$ cat config.mk
export PLATFORM = sky130hd
export DESIGN_NAME = utf8_stream_decoder
export DESIGN_NICKNAME = d
export VERILOG_FILES = /design/src/hdl/utf8sd_pkg.sv /design/src/hdl/utf8_stream_decoder.sv
export SDC_FILE = /design/constraint.sdc
export NUM_CORES = 1
export LEC_CHECK = 0
export BUFFER_PORTS_ARGS = -buffer_cell sky130_fd_sc_hd__buf_2
export CAP_MARGIN = 30
export CORE_MARGIN = 2
export CORE_UTILIZATION = 40
export DETAILED_ROUTE_END_ITERATION = 7
export GPL_ROUTABILITY_DRIVEN = 1
export PLACE_DENSITY = 0.6
export SLEW_MARGIN = 40
export SYNTH_ARGS = -nofsm -noshare
export SYNTH_HDL_FRONTEND = slang
export SYNTH_SLANG_ARGS = --single-unit
$ cat constraint.sdc
create_clock -name clk -period 3.39 [get_ports clk]
set_clock_uncertainty 0.15 [all_clocks]
set_input_delay 0.5085 -clock clk [delete_from_list [all_inputs] [get_ports clk]]
set_output_delay 0.5085 -clock clk [all_outputs]
set_load 0.03 [all_outputs]
$ cat src/hdl/utf8sd_pkg.sv
package utf8sd_pkg;

  localparam int unsigned CP_W    = 21;
  localparam int unsigned BYTE_W  = 8;
  localparam int unsigned LEN_W   = 3;

  localparam logic [CP_W-1:0] ERR_CP_RESET = 21'd65533;
  localparam logic [CP_W-1:0] SURR_LO      = 21'h00d800;
  localparam logic [CP_W-1:0] SURR_HI      = 21'h00dfff;

  // lead byte classes
  localparam logic [BYTE_W-1:0] LEAD2_MASK = 8'he0;
  localparam logic [BYTE_W-1:0] LEAD2_CODE = 8'hc0;
  localparam logic [BYTE_W-1:0] LEAD3_MASK = 8'hf0;
  localparam logic [BYTE_W-1:0] LEAD3_CODE = 8'he0;
  localparam logic [BYTE_W-1:0] LEAD4_MASK = 8'hf8;
  localparam logic [BYTE_W-1:0] LEAD4_CODE = 8'hf0;
  localparam logic [BYTE_W-1:0] CONT_MASK  = 8'hc0;
  localparam logic [BYTE_W-1:0] CONT_CODE  = 8'h80;
  localparam logic [BYTE_W-1:0] BITS2_MASK = 8'h1f;
  localparam logic [BYTE_W-1:0] BITS3_MASK = 8'h0f;
  localparam logic [BYTE_W-1:0] BITS4_MASK = 8'h07;
  localparam logic [BYTE_W-1:0] BITS_CONT  = 8'h3f;

  localparam logic [LEN_W-1:0] LEN_NONE = 3'd0;
  localparam logic [LEN_W-1:0] LEN_ONE  = 3'd1;
  localparam logic [LEN_W-1:0] LEN_TWO  = 3'd2;
  localparam logic [LEN_W-1:0] LEN_FOUR = 3'd4;

  // results of one input word: a run of error results, then an optional tail result
  typedef struct packed {
    logic [LEN_W-1:0] err_left;
    logic             tail_valid;
    logic [CP_W-1:0]  tail_cp;
    logic [LEN_W-1:0] tail_len;
  } job_t;

endpackage

$ cat src/hdl/utf8_stream_decoder.sv
// channel  | direction | handshake             | payload
// ---------+-----------+-----------------------+----------------------------------------
// in       | input     | in_valid / in_ready   | data_byte, end_of_buffer
// out      | output    | out_valid / out_ready | codepoint, is_error, byte_count, last_of_run
// cfg      | input     | cfg_write (no wait)   | cfg_data -> error code point
//
// A byte is decoded in the cycle it is accepted and its results land in one job register.
// A byte giving at most one result does not hold the input: one byte per cycle while out_ready is high.
// A byte giving k results (k up to 4) holds the input while the job register drains.
// in_ready is high when the job register is empty or its last result is taken this cycle.
// rst (synchronous) closes any open sequence, empties the job register, reloads U+FFFD.
module utf8_stream_decoder (
  input  logic                           clk,
  input  logic                           rst,
  input  logic                           in_valid,
  output logic                           in_ready,
  input  logic [utf8sd_pkg::BYTE_W-1:0]  data_byte,
  input  logic                           end_of_buffer,
  output logic                           out_valid,
  input  logic                           out_ready,
  output logic [utf8sd_pkg::CP_W-1:0]    codepoint,
  output logic                           is_error,
  output logic [utf8sd_pkg::LEN_W-1:0]   byte_count,
  output logic                           last_of_run,
  input  logic                           cfg_write,
  input  logic [utf8sd_pkg::CP_W-1:0]    cfg_data
);
  import utf8sd_pkg::*;

  logic [CP_W-1:0]  err_cp;
  logic [LEN_W-1:0] expected_length, expected_length_next;
  logic [LEN_W-1:0] received_count, received_count_next;
  logic [CP_W-1:0]  partial_cp, partial_cp_next;
  job_t             job, job_next;
  logic             job_valid;

  logic             in_fire, out_fire;
  logic             seq_open, byte_cont;
  logic [LEN_W-1:0] rc_inc;
  logic [CP_W-1:0]  cp_cat;
  logic             cp_surr;
  logic             lead_ascii, lead_multi;
  logic [LEN_W-1:0] lead_len;
  logic [CP_W-1:0]  lead_bits;

  // handshakes
  assign out_valid = job_valid;
  assign in_ready  = !job_valid || (out_ready && last_of_run);
  assign in_fire   = in_valid && in_ready;
  assign out_fire  = out_valid && out_ready;

  // result fields from the job register
  assign is_error    = (job.err_left != LEN_NONE);
  assign codepoint   = is_error ? err_cp : job.tail_cp;
  assign byte_count  = is_error ? LEN_ONE : job.tail_len;
  assign last_of_run = is_error ? ((job.err_left == LEN_ONE) && !job.tail_valid) : 1'b1;

  // sequence state and byte classes
  assign seq_open  = (expected_length >= LEN_TWO) && (expected_length <= LEN_FOUR) &&
                     (received_count >= LEN_ONE) && (received_count < expected_length);
  assign byte_cont = ((data_byte & CONT_MASK) == CONT_CODE);
  assign rc_inc    = received_count + LEN_ONE;
  assign cp_cat    = {partial_cp[CP_W-7:0], data_byte[5:0] & BITS_CONT[5:0]};
  assign cp_surr   = (cp_cat >= SURR_LO) && (cp_cat <= SURR_HI);

  // lead decode
  always_comb begin
    lead_ascii = !data_byte[BYTE_W-1];
    lead_multi = 1'b1;
    lead_len   = LEN_ONE;
    lead_bits  = '0;
    if ((data_byte & LEAD2_MASK) == LEAD2_CODE) begin
      lead_len  = 3'd2;
      lead_bits = CP_W'(data_byte & BITS2_MASK);
    end else if ((data_byte & LEAD3_MASK) == LEAD3_CODE) begin
      lead_len  = 3'd3;
      lead_bits = CP_W'(data_byte & BITS3_MASK);
    end else if ((data_byte & LEAD4_MASK) == LEAD4_CODE) begin
      lead_len  = LEN_FOUR;
      lead_bits = CP_W'(data_byte & BITS4_MASK);
    end else begin
      lead_multi = 1'b0;
    end
  end

  // decode one word into a job and the next sequence state
  always_comb begin
    logic do_lead;
    do_lead              = 1'b0;
    job_next             = '0;
    job_next.tail_cp     = cp_cat;
    job_next.tail_len    = LEN_ONE;
    expected_length_next = LEN_NONE;
    received_count_next  = LEN_NONE;
    partial_cp_next      = '0;
    if (!seq_open) begin
      do_lead = 1'b1;
    end else if (byte_cont) begin
      if (rc_inc == expected_length) begin
        if (cp_surr) begin
          job_next.err_left = expected_length;
        end else begin
          job_next.tail_valid = 1'b1;
          job_next.tail_len   = expected_length;
        end
      end else if (end_of_buffer) begin
        job_next.err_left = rc_inc;
      end else begin
        expected_length_next = expected_length;
        received_count_next  = rc_inc;
        partial_cp_next      = cp_cat;
      end
    end else begin
      job_next.err_left = received_count;
      do_lead           = 1'b1;
    end
    // the byte as a new lead
    if (do_lead) begin
      if (lead_ascii) begin
        job_next.tail_valid = 1'b1;
        job_next.tail_cp    = CP_W'(data_byte);
        job_next.tail_len   = LEN_ONE;
      end else if (!lead_multi || end_of_buffer) begin
        job_next.err_left = job_next.err_left + LEN_ONE;
      end else begin
        expected_length_next = lead_len;
        received_count_next  = LEN_ONE;
        partial_cp_next      = lead_bits;
      end
    end
  end

  // configuration register
  always_ff @(posedge clk) begin
    if (rst) begin
      err_cp <= ERR_CP_RESET;
    end else if (cfg_write) begin
      err_cp <= cfg_data;
    end
  end

  // sequence state
  always_ff @(posedge clk) begin
    if (rst) begin
      expected_length <= LEN_NONE;
      received_count  <= LEN_NONE;
      partial_cp      <= '0;
    end else if (in_fire) begin
      expected_length <= expected_length_next;
      received_count  <= received_count_next;
      partial_cp      <= partial_cp_next;
    end
  end

  // job register: load on accept, count down on each result taken
  always_ff @(posedge clk) begin
    if (rst) begin
      job_valid       <= 1'b0;
      job.err_left    <= LEN_NONE;
      job.tail_valid  <= 1'b0;
    end else if (in_fire) begin
      job_valid <= (job_next.err_left != LEN_NONE) || job_next.tail_valid;
      job       <= job_next;
    end else if (out_fire) begin
      if (last_of_run) begin
        job_valid <= 1'b0;
      end
      if (is_error) begin
        job.err_left <= job.err_left - LEN_ONE;
      end else begin
        job.tail_valid <= 1'b0;
      end
    end
  end

  // checks
  a_job_not_empty: assert property (@(posedge clk) disable iff (rst)
    job_valid |-> ((job.err_left != LEN_NONE) || job.tail_valid))
    else $error("job register holds no result");

  a_err_bound: assert property (@(posedge clk) disable iff (rst)
    job_valid |-> (job.err_left <= LEN_FOUR))
    else $error("more than four error results queued");

  a_seq_consistent: assert property (@(posedge clk) disable iff (rst)
    (expected_length != LEN_NONE) |->
      ((received_count >= LEN_ONE) && (received_count < expected_length)))
    else $error("sequence state out of range");

  a_eob_closes: assert property (@(posedge clk) disable iff (rst)
    (in_fire && end_of_buffer) |=> (expected_length == LEN_NONE))
    else $error("sequence left open after end of buffer");

endmodule

* Yosys cells after proc, flatten, opt, wreduce, memory -nomap -nowiden
Cells that the tools add are included.
** Word-level totals
- Flip-flop bits (word level) :: 71
- Output and inout port bits :: 28
- Word-level logic and storage cells :: 107
- Input port bits :: 35
** Cells by class
- Reductions and logical operators :: 23
- Eq/ne operators :: 7
- Order comparisons :: 6
- Bitwise logic cells :: 1
- Multiplexer cells :: 58
- $add $sub $neg :: 3
** Operators by type and width (count)
- two-way mux 15 bit :: 7
- two-way mux 3 bit :: 30
- two-way mux 28 bit :: 1
- two-way mux 25 bit :: 1
- greater-or-equal comparator 21 x 16 -> 1 bit, second input constant :: 1
- <= comparator 21 x 16 -> 1 bit, second input constant :: 1
- two-way mux 21 bit :: 1
- two-way mux 4 bit :: 4
- two-way mux 1 bit :: 13
- logical AND 1 bit :: 8
- AND reduction 2 bit :: 4
- adder 3 x 1 -> 3 bit, second input constant :: 2
- nonzero test 2 bit :: 3
- nonzero test 3 bit :: 2
- equality test 5 bit, second input constant :: 1
- two-way mux 5 bit :: 1
- equality test 4 bit, second input constant :: 1
- equality test 3 x 1 -> 1 bit, second input constant :: 1
- equality test 3 bit :: 1
- equality test 3 bit, second input constant :: 1
- greater-or-equal comparator 3 x 1 -> 1 bit, second input constant :: 1
- greater-or-equal comparator 3 x 2 -> 1 bit, second input constant :: 1
- <= comparator 3 bit, second input constant :: 1
- zero test 1 bit :: 3
- 6 further kinds :: 8

* Logic depth before layout (Yosys ltp)
Gate-level depths: netlist of the first run.
- Depth after elaboration :: 13
- Gate-level depth with buffers :: 12
- Mapped depth without buffers :: 11

* Worst setup path after synthesis of the first run
OpenSTA, ideal clock, no wires.
- Kind :: flip-flop to flip-flop
- Start point :: register job[26] (netlist name)
- End point :: register partial_cp[1]
- Stages on the path, launching flop included :: 10
- Library setup time :: 59 ps
- Required time :: 3181 ps
- Path buffers :: 1
- Arrival time :: 2781 ps
- Clock period less this slack :: 2989 ps
- Slack :: 401 ps
- Cell sequence :: dfxtp_1 -> inv_1 -> ha_1 -> nor2b_1 -> o211ai_1 -> a21bo_2 -> clkbuf_1 -> nor2_1 -> and3_1 -> a22o_1
** On the way
- Word-level cells in the longest chain between the ends :: 6
- Elaborated cells between the ends (all ways) :: 7
- Those cells by class :: 1 x eq/ne; 1 x mux; 5 x reduce/logical
** Ends and longest elaborated chain
- start, declared :: RTL line utf8_stream_decoder.sv:34 : job_t job, job_next;
- start signal, assigned :: RTL line utf8_stream_decoder.sv:163 : job <= job_next;
- equality test 3 x 1 -> 1 bit :: RTL line utf8_stream_decoder.sv:56 : assign last_of_run = is_error ? ((job.err_left == LEN_ONE) && !job.tail_valid) : 1'b1;
- logical AND 1 bit :: RTL line utf8_stream_decoder.sv:56
- two-way mux 1 bit * :: RTL line utf8_stream_decoder.sv:56
- logical AND 1 bit * :: RTL line utf8_stream_decoder.sv:48 : assign in_ready = !job_valid || (out_ready && last_of_run);
- logical OR 1 bit * :: RTL line utf8_stream_decoder.sv:48
- logical AND 1 bit * :: RTL line utf8_stream_decoder.sv:49 : assign in_fire = in_valid && in_ready;
- end signal, assigned :: RTL line utf8_stream_decoder.sv:151 : partial_cp <= partial_cp_next;
- end, declared :: RTL line utf8_stream_decoder.sv:33 : logic [CP_W-1:0] partial_cp, partial_cp_next;
Mark *: on every way between the ends. The rest lies on a longest branch, timed or not.
A chain may end at the register's enable or synchronous reset.

* Worst setup path in the final report of the first run
- Start point :: register received_count[1]
- End point :: register job[27] (netlist name)
** On the way
- Word-level cells in the longest chain between the ends :: 10
- Elaborated cells between the ends (all ways) :: 16
- Those cells by class :: 2 x add/sub; 2 x order compare; 1 x eq/ne; 9 x mux; 2 x reduce/logical
** Ends and longest elaborated chain
- start, declared :: RTL line utf8_stream_decoder.sv:32 : logic [LEN_W-1:0] received_count, received_count_next;
- start signal, assigned :: RTL line utf8_stream_decoder.sv:150 : received_count <= received_count_next;
- adder 3 x 1 -> 3 bit :: RTL line utf8_stream_decoder.sv:62 : assign rc_inc = received_count + LEN_ONE;
- equality test 3 bit / two-way mux 3 bit (equally long branches) :: RTL line utf8_stream_decoder.sv:99, utf8_stream_decoder.sv:106
- two-way mux 3 bit :: RTL line utf8_stream_decoder.sv:99 : if (rc_inc == expected_length) begin
- two-way mux 3 bit :: RTL line utf8_stream_decoder.sv:98 : end else if (byte_cont) begin
- two-way mux 4 bit :: RTL line utf8_stream_decoder.sv:96 : if (!seq_open) begin
- adder 3 x 1 -> 3 bit :: RTL line utf8_stream_decoder.sv:124 : job_next.err_left = job_next.err_left + LEN_ONE;
- two-way mux 3 bit :: RTL line utf8_stream_decoder.sv:123 : end else if (!lead_multi || end_of_buffer) begin
- two-way mux 3 bit :: RTL line utf8_stream_decoder.sv:119 : if (lead_ascii) begin
- two-way mux 28 bit * :: RTL line utf8_stream_decoder.sv:118 : if (do_lead) begin
- two-way mux 4 bit * :: RTL line utf8_stream_decoder.sv:161 : end else if (in_fire) begin
Marks and branches as above.

==> flow_summary.yaml, run 1 <==
route:
  drt_pass1_iterations: 4
  via_count: 2824
  wl_per_cell_um: 15.2
  ant_nets: 0
  avgViaCountPerCell: 5.30
  drc: 0
  routed_wirelength_um: 8080
  dr.first_iter.drc_count: 134
worst_setup_path:
  slowest_stage: "sky130_fd_sc_hd__a2111oi_1"
  critPathRequiredTime_ns: 3.50
  timing.critical_path.to: "job[27]"
  reg2reg_from: "received_count[1]"
  timing.critical_path.mode_cell: "sky130_fd_sc_hd__ha_1"
  ff2ff_path_depth: 10
  worst_ep_arrival_time_ns: 3.25
  cell_family_with_most_cp_delay: "compound AO/OA/AOI/OAI gates"
  timing.critical_path.cells: "inv_1, ha_1, xnor2_1, or3_1, a211o_2, and3_1, ha_1, a2111oi_1, o21ai_0, a31oi_1"
  rr_endpoint: "job[27]"
  worstSetupStartpoint: "received_count[1]"
  crit_path_end_kind: "flip-flop"
  worstPathBufferInverterCount: 1
  path_class: "reg2reg"
  path_max_fanout: 5
  cp_slowest_stage_delay_ns: 0.46
  regToRegSetupSlack_ns: 0.24
  worstSetupStartpointType: "flip-flop"
  cp.depth: 10
synthesis:
  synth_top_cells_by_area: "sky130_fd_sc_hd__dfxtp_1, sky130_fd_sc_hd__edfxtp_1, sky130_fd_sc_hd__nand2_1"
  syn_area_per_cell_um2: 9.50
  synth_top_cell_area_share: 0.271
  yosys-top-cells-count: "sky130_fd_sc_hd__nand2_1, sky130_fd_sc_hd__dfxtp_1, sky130_fd_sc_hd__edfxtp_1"
  postSynthRegisterBits: 71
  synth_area_leader_cell: "sky130_fd_sc_hd__dfxtp_1"
  seq_area_frac_synth: 0.479
  synth.yosys.warnings: 0
  postSynthNetCount: 409
  synthesis.instances: 365
  synth.most_common_cell: "sky130_fd_sc_hd__nand2_1"
  syn_area_um2: 3470
  yosysUniqueCellTypes: 57
  asyncSetResetFlopFracSynth: 0
  synth_edf_count: 24
  ys_dominant_reg_cell: "sky130_fd_sc_hd__dfxtp_1"
clock_tree:
  clock_sinks: 71
  clock_tree.root_cell: "sky130_fd_sc_hd__clkbuf_8"
  numCtsBuffers: 9
  cts_max_level: 3
  cts_hold_buf: 0
  worst_skew_pair.late_latency_ns: 0.33
  number_of_buffers_added_for_setup_after_cts: 0
  tritoncts: "done"
  cts-root-to-sink-buffers: 2
  clk_pin_slew_ns: 0.08
power:
  power.leakage_nw: 1.74
  power_density_relative_to_cell_area_nw_per_um2: 517
  vdd_drop_max_mv: 0.205
min_path:
  min_from: "cfg_data[14]"
  min-delay-path-class: "in2reg"
place:
  dp_cells: 517
  gp_routability_congestion: 0.917
  count_of_input_and_output_buffers: 62
  dpl.hpwl_um: 5850
sta:
  final-setup-viol-count: 0
  achievable-frequency_mhz: 318
  setup_repair_after_global_routing_missed_its_margin: "false"
  tightestPinTransition_ns: 0.755
  hold_violations: 0
  timing_max_transition_violations_final: 0
  fin_tns_setup_ns: 0
  final_period_minus_worst_setup_slack_ns: 3.15
  worst_hold_slack_ns: 0.224
  layout_worst_path_cycle_share: 0.928
  maxSlewHeadroom: 0.497
final_layout:
  finish.net_count: 467
  n_fill_cell: 799
  layout-drive-gt1-share: 0.227
  syn2layout_area_growth_pct: 17.6
  stdcell_count: 533
  final_core_utilization: 0.491
  antenna-diode-count: 0
grt:
  grt-ovfl-total: 0
  grt_use_total: 0.176
  first_global_vias: 2723
  antenna_violations_before_repair: 0
  grt_pass1_wl_um: 13600
  maximum_number_of_pins_on_one_net_before_global_route_repair: 37
die:
  chipHeight_um: 97.1
  initial_utilization: 0.418
  io_pins: 63
  standard_cell_core_area_um2: 8300
  rows: 33
  die_area_um2: 9430
  die_x_um: 97.1
outcome:
  outcome: "finished, final reports clean"
job:
  max_cap_violations: 0
## power by group
part           internal (mW)  total (mW)  switching [mW]
Combinational          0.135       0.440           0.305
Sequential             0.913       0.931          0.0174
Clock                  0.416       0.739           0.323
## worst min path at each step
stage / endpoint / slack, ns / cells after the start
CTS: err_cp[14] / 0.21 / 2
detailed placement: partial_cp[4] / 0.32 / 2
floorplan: partial_cp[4] / 0.29 / 2
global route: err_cp[14] / 0.22 / 2
global placement: partial_cp[4] / 0.31 / 2
finish: err_cp[14] / 0.22 / 2
## state kept, by name, summed over array words and instances, names as in the netlist
register and cells:
expected_length 3, job 28, err_cp 21, partial_cp 15, received_count 3, out_valid 1
## layout make-up
cell class,instances,area [µm²],share of cell area
repair buffers,68,355,0.0871
flip-flops and latches,71,1660,0.407
clock buffers,9,124,0.0304
well taps,105,131,0.0322
inverters,14,52.6,0.0129
clock inverters,7,93.8,0.0230
multi-input cells,259,1660,0.407
## per-stage QoR
step	total power [mW]	area, µm²	setup slack (ns)
after floorplan	1.26	3470	0.401
after global placement	1.39	3860	0.426
after detailed placement	1.39	3860	0.199
after CTS	2.13	4080	0.178
after global routing	2.20	4080	0.00459
final	2.11	4080	0.243
## per-layer routing
metal / routed length [µm] / GRT usage
met1: 4040 / 0.255
met2: 3510 / 0.259
met3: 411 / 0.0324
met4: 115 / 0.0704
met5: 0 / 0
## layout by cell type, fill, tap and decap left out, types with 5 or more instances in the layout
master and count:
sky130_fd_sc_hd__clkbuf_8 9, sky130_fd_sc_hd__nand2_1 73, sky130_fd_sc_hd__dfxtp_1 47, sky130_fd_sc_hd__a211o_1 15, sky130_fd_sc_hd__edfxtp_1 24, sky130_fd_sc_hd__nor4_1 5, sky130_fd_sc_hd__nand3_1 5, sky130_fd_sc_hd__and2_1 17
sky130_fd_sc_hd__mux2i_1 7, sky130_fd_sc_hd__a21oi_1 8, sky130_fd_sc_hd__a22o_1 14, sky130_fd_sc_hd__buf_4 6, sky130_fd_sc_hd__o21ai_0 7, sky130_fd_sc_hd__buf_2 62, sky130_fd_sc_hd__inv_1 14, sky130_fd_sc_hd__nor2b_1 20
sky130_fd_sc_hd__nor2_1 18, sky130_fd_sc_hd__ha_1 9
## logic make-up (layout without fill, tap and decap cells)
| logic type | Yosys count | after routing | synth area share |
|---|---|---|---|
| AOI/OAI and AO/OA | 73 | 73 | 0.166 |
| muxes | 10 | 10 | 0.0300 |
| xor gates and xnor gates | 3 | 3 | 0.0119 |
| buffers and inverters | 35 | 98 | 0.0440 |
| DFF | 71 | 71 | 0.479 |
| and+or+nand+nor | 164 | 164 | 0.236 |
| adders and majority gates | 9 | 9 | 0.0325 |
## repair_timing
item                                    CTS  global route
endpoints found under the setup margin    0             2
resized for setup                         0             1
endpoints found under the hold margin     0             0
(Power assumes the default switching activity.)
==> run 2, diff against run 1 <==
Settings changed: REMOVE_ABC_BUFFERS set to 1.
==> flow_summary.yaml, run 2 (synthesis gave the netlist of run 1 again) <==
sta:
  timing_max_transition_violations_final: 0
  worst_hold_slack_ns: 0.214
  hold_violations: 0
  setup_repair_after_global_routing_missed_its_margin: "false"
  layout_worst_path_cycle_share: 0.911
  achievable-frequency_mhz: 324
  final_period_minus_worst_setup_slack_ns: 3.09
  maxSlewHeadroom: 0.540
  fin_tns_setup_ns: 0
  final-setup-viol-count: 0
  tightestPinTransition_ns: 0.690
final_layout:
  layout.cells.most_common_list: "sky130_fd_sc_hd__nand2_1, sky130_fd_sc_hd__buf_2, sky130_fd_sc_hd__dfxtp_1, sky130_fd_sc_hd__edfxtp_1, sky130_fd_sc_hd__nor2b_1"
  antenna-diode-count: 0
  layout-drive-gt1-share: 0.228
  largest-register: "job"
  final_common_cell: "sky130_fd_sc_hd__nand2_1"
  largest_reg_flops: 28
  syn2layout_area_growth_pct: 17.7
  reg_top3: "job x28, err_cp x21, partial_cp x15"
  finish.net_count: 469
  stdcell_count: 535
  n_fill_cell: 809
  final_core_utilization: 0.492
place:
  dp_cells: 519
  count_of_input_and_output_buffers: 62
  gp_routability_congestion: 0.911
  dpl.hpwl_um: 5450
clock_tree:
  clock_sinks: 71
  post_cts_resized: 0
  number_of_buffers_added_for_setup_after_cts: 0
  cts_hold_buf: 0
  tritoncts: "done"
  clock_tree.root_cell: "sky130_fd_sc_hd__clkbuf_8"
  cts_max_level: 3
  worst_skew_pair.late_latency_ns: 0.34
  clk_pin_slew_ns: 0.08
  numCtsBuffers: 9
  cts-root-to-sink-buffers: 2
power:
  share_comb_of_total_power: 0.210
  power_switching_share: 0.308
  sequentialPowerShare: 0.449
  power_density_relative_to_cell_area_nw_per_um2: 507
  power.leakage_nw: 1.74
  net_switching_component_of_the_power_uw: 636
  total_power_mw: 2.07
  clockPowerShare: 0.341
  power.internal_mw: 1.43
  vdd_drop_max_mv: 0.211
die:
  die_area_um2: 9430
  standard_cell_core_area_um2: 8300
  rows: 33
  chipHeight_um: 97.1
  initial_utilization: 0.418
  io_pins: 63
  die_x_um: 97.1
worst_setup_path:
  worstSetupStartpointType: "flip-flop"
  reg2reg_from: "received_count[1]"
  worst_ep_arrival_time_ns: 3.21
  crit_path_end_kind: "flip-flop"
  worstSetupStartpoint: "received_count[1]"
  critPathRequiredTime_ns: 3.51
  path_class: "reg2reg"
  path_max_fanout: 5
job:
  max_cap_violations: 0
grt:
  grt-ovfl-total: 0
  grt_use_total: 0.170
  antenna_violations_before_repair: 0
  maximum_number_of_pins_on_one_net_before_global_route_repair: 37
  first_global_vias: 2636
  grt_pass1_wl_um: 13000
route:
  wl_per_cell_um: 14.4
  ant_nets: 0
  drc: 0
  drt_pass1_iterations: 4
  routed_wirelength_um: 7700
  dr.first_iter.drc_count: 106
  via_count: 2772
  avgViaCountPerCell: 5.18
outcome:
  outcome: "finished, final reports clean"
min_path:
  min_from: "data_byte[2]"
  min-delay-path-class: "in2reg"
[run 2: cell count changes in the layout (fill, tap and decap cells not counted), sizes merged]
cell    delta
bufinv     -1
buf        +2
inv        -2
clkbuf     +3
[run 2: per-stage QoR]
stage	worst slack, ns	instance area (µm²)
finish	0.300	4080
global route	0.133	4080
CTS	0.315	4080
detailed placement	0.356	3870
global placement	0.431	3870
floorplan	0.136	3370
[run 2: final cells by class]
| cell class | count | area, µm² | share of cell area |
|---|---|---|---|
| clock inverters | 4 | 52.6 | 0.0129 |
| inverters | 14 | 52.6 | 0.0129 |
| clock buffers | 12 | 155 | 0.0380 |
| well taps | 105 | 131 | 0.0322 |
| repair buffers | 70 | 370 | 0.0907 |
| multi-input cells | 259 | 1660 | 0.406 |
| flip-flops and latches | 71 | 1660 | 0.407 |
[run 2: power by group through the flow]
stage | Sequential (mW) | Clock (mW) | Combinational (mW)
6_report | 0.930 | 0.705 | 0.434
5_1_grt | 0.934 | 0.756 | 0.481
4_1_cts | 0.930 | 0.723 | 0.441
3_5_place_dp | 0.949 | 0 | 0.438
3_3_place_gp | 0.949 | 0 | 0.436
2_1_floorplan | 0.948 | 0 | 0.287
[run 2: final timing paths]
check | slack (ns) | to | cells past startpoint
min | 0.21 | job[5] | 1
max reg2reg | 0.30 | job[27] | 10
min reg2reg | 0.34 | partial_cp[3] | 2
max | 0.30 | job[27] | 10
[run 2: metal layers]
metal	global-route usage	share of wire
met5	0	0
met4	0.0585	0.018
met3	0.0446	0.043
met2	0.259	0.44
met1	0.236	0.50
[run 2: worst max-delay path: stages (launching register included)]
cell	delay, ns
sky130_fd_sc_hd__dfxtp_1	0.40
sky130_fd_sc_hd__inv_1	0.08
sky130_fd_sc_hd__ha_1	0.32
sky130_fd_sc_hd__xnor2_1	0.19
sky130_fd_sc_hd__or3_1	0.42
sky130_fd_sc_hd__a211o_2	0.29
sky130_fd_sc_hd__and3_1	0.16
sky130_fd_sc_hd__ha_1	0.21
sky130_fd_sc_hd__a2111oi_0	0.48
sky130_fd_sc_hd__o21ai_0	0.14
sky130_fd_sc_hd__a31oi_1	0.16
==> run 3, diff against run 2 <==
Settings changed: CAP_MARGIN 30 to 40, PLACE_DENSITY 0.6 to 0.62.
Clock period 3.39 ns to 2.8 ns, I/O delays scaled along.
==> flow_summary.yaml, run 3 (synthesis gave the netlist of run 1 again) <==
final_layout:
  largest-register: "job"
  antenna-diode-count: 0
  largest_reg_flops: 28
  syn2layout_area_growth_pct: 27.4
  n_fill_cell: 774
  design_area_um2: 4420
  final_common_cell: "sky130_fd_sc_hd__nand2_1"
  reg_top3: "job x28, err_cp x21, partial_cp x15"
  layout-drive-gt1-share: 0.316
  final_core_utilization: 0.532
  finish.net_count: 494
  layout.cells.most_common_list: "sky130_fd_sc_hd__nand2_1, sky130_fd_sc_hd__buf_2, sky130_fd_sc_hd__dfxtp_1, sky130_fd_sc_hd__buf_4, sky130_fd_sc_hd__edfxtp_1"
clock_tree:
  clock_sinks: 71
  cts-root-to-sink-buffers: 2
  worst_skew_pair.late_latency_ns: 0.35
  cts_hold_buf: 0
  cts_max_level: 3
  clk_pin_slew_ns: 0.09
  numCtsBuffers: 9
  clock_tree.root_cell: "sky130_fd_sc_hd__clkbuf_8"
  tritoncts: "done"
route:
  routed_wirelength_um: 8150
  dr_wl_met2_um: 3690
  ant_nets: 0
  dr.first_iter.drc_count: 143
  drc: 0
  wl_met3_um: 412
  avgViaCountPerCell: 5.23
  drt_pass1_iterations: 4
  via_count: 2926
  top_layer: "met4"
  m1WireLength_um: 3870
  wl_per_cell_um: 14.5
die:
  standard_cell_core_area_um2: 8300
  die_x_um: 97.1
  initial_utilization: 0.418
  rows: 33
  die_area_um2: 9430
  io_pins: 63
  chipHeight_um: 97.1
power:
  power.leakage_nw: 1.88
  power_density_relative_to_cell_area_nw_per_um2: 574
  vdd_drop_max_mv: 0.222
sta:
  maxSlewHeadroom: 0.554
  hold_violations: 0
  worst_hold_slack_ns: 0.115
  fin_tns_setup_ns: 0
  achievable-frequency_mhz: 364
  final-setup-viol-count: 0
  final_period_minus_worst_setup_slack_ns: 2.75
  tightestPinTransition_ns: 0.669
  timing_max_transition_violations_final: 0
  layout_worst_path_cycle_share: 0.982
  timing.final.ws_setup_ns: 0.0502
place:
  gp_routability_congestion: 0.909
  dpl-instance-area_um2: 4060
  count_of_input_and_output_buffers: 62
  place_ws_ns: -0.128
  dpl.hpwl_um: 5750
grt:
  antenna_violations_before_repair: 0
  grt_pass1_wl_um: 13100
  grt_use_total: 0.170
  grt-ovfl-total: 0
  first_global_vias: 2800
  maximum_number_of_pins_on_one_net_before_global_route_repair: 37
min_path:
  min-delay-path-class: "in2reg"
job:
  max_cap_violations: 0
worst_setup_path:
  path_class: "reg2reg"
  worst_ep_arrival_time_ns: 2.83
  worstSetupStartpointType: "flip-flop"
  path_max_fanout: 5
  critPathRequiredTime_ns: 2.88
  crit_path_end_kind: "flip-flop"
outcome:
  outcome: "finished, final reports clean"
[run 3: area by class of cell]
type / count / area (µm²) / area share
clock buffers: 9 / 124 / 0.0280
clock inverters: 7 / 78.8 / 0.0178
inverters: 14 / 52.6 / 0.0119
multi-input cells: 259 / 1790 / 0.405
flip-flops and latches: 71 / 1670 / 0.379
well taps: 105 / 131 / 0.0297
repair buffers: 95 / 571 / 0.129
[run 3: layer usage]
| metal | vias to the layer above | GRT usage |
|---|---|---|
| met4 | 0 | 0.0683 |
| met2 | 80 | 0.267 |
| met3 | 17 | 0.0396 |
| met1 | 1364 | 0.228 |
| li1 | 1465 | - |
| met5 | - | 0 |
[run 3: critical path, cell delays in order, from the launching register on]
cell and delay, ns:
sky130_fd_sc_hd__dfxtp_4 0.38, sky130_fd_sc_hd__inv_2 0.10, sky130_fd_sc_hd__ha_4 0.21, sky130_fd_sc_hd__xnor2_2 0.14, sky130_fd_sc_hd__buf_4 0.15, sky130_fd_sc_hd__o311a_1 0.34
sky130_fd_sc_hd__a41oi_2 0.15, sky130_fd_sc_hd__o21ba_2 0.17, sky130_fd_sc_hd__inv_1 0.06, sky130_fd_sc_hd__ha_4 0.16, sky130_fd_sc_hd__o311a_1 0.11, sky130_fd_sc_hd__or2_0 0.21
sky130_fd_sc_hd__o31a_1 0.28
[run 3: metrics by stage]
| step | cells | total power, mW |
|---|---|---|
| after global routing | 560 | 2.66 |
| final | 560 | 2.54 |
| after floorplan | 344 | 1.50 |
| after CTS | 558 | 2.55 |
| after global placement | 542 | 1.70 |
| after detailed placement | 542 | 1.71 |
[run 3: path summary, 6_finish.rpt]
check / start / to / slack [ns] / cells past startpoint
worst max-delay path: received_count[1] / out_valid / 0.05 / 12
worst min-delay path: cfg_data[11] / err_cp[11] / 0.11 / 2
worst max register to register: received_count[1] / out_valid / 0.05 / 12
worst min register to register: partial_cp[3] / partial_cp[3] / 0.33 / 2
[run 3: repair_timing]
| action | in CTS | in global routing |
|---|---|---|
| endpoints found under the setup margin | 2 | 2 |
| pin swaps | 1 | 6 |
| buffers inserted | 0 | 2 |
| gates resized for setup | 12 | 16 |
[run 3: report_power, final]
group	leakage (nW)	internal, mW	switching (mW)
Clock	0.101	0.421	0.422
Sequential	0.617	1.10	0.0213
Combinational	1.16	0.195	0.373
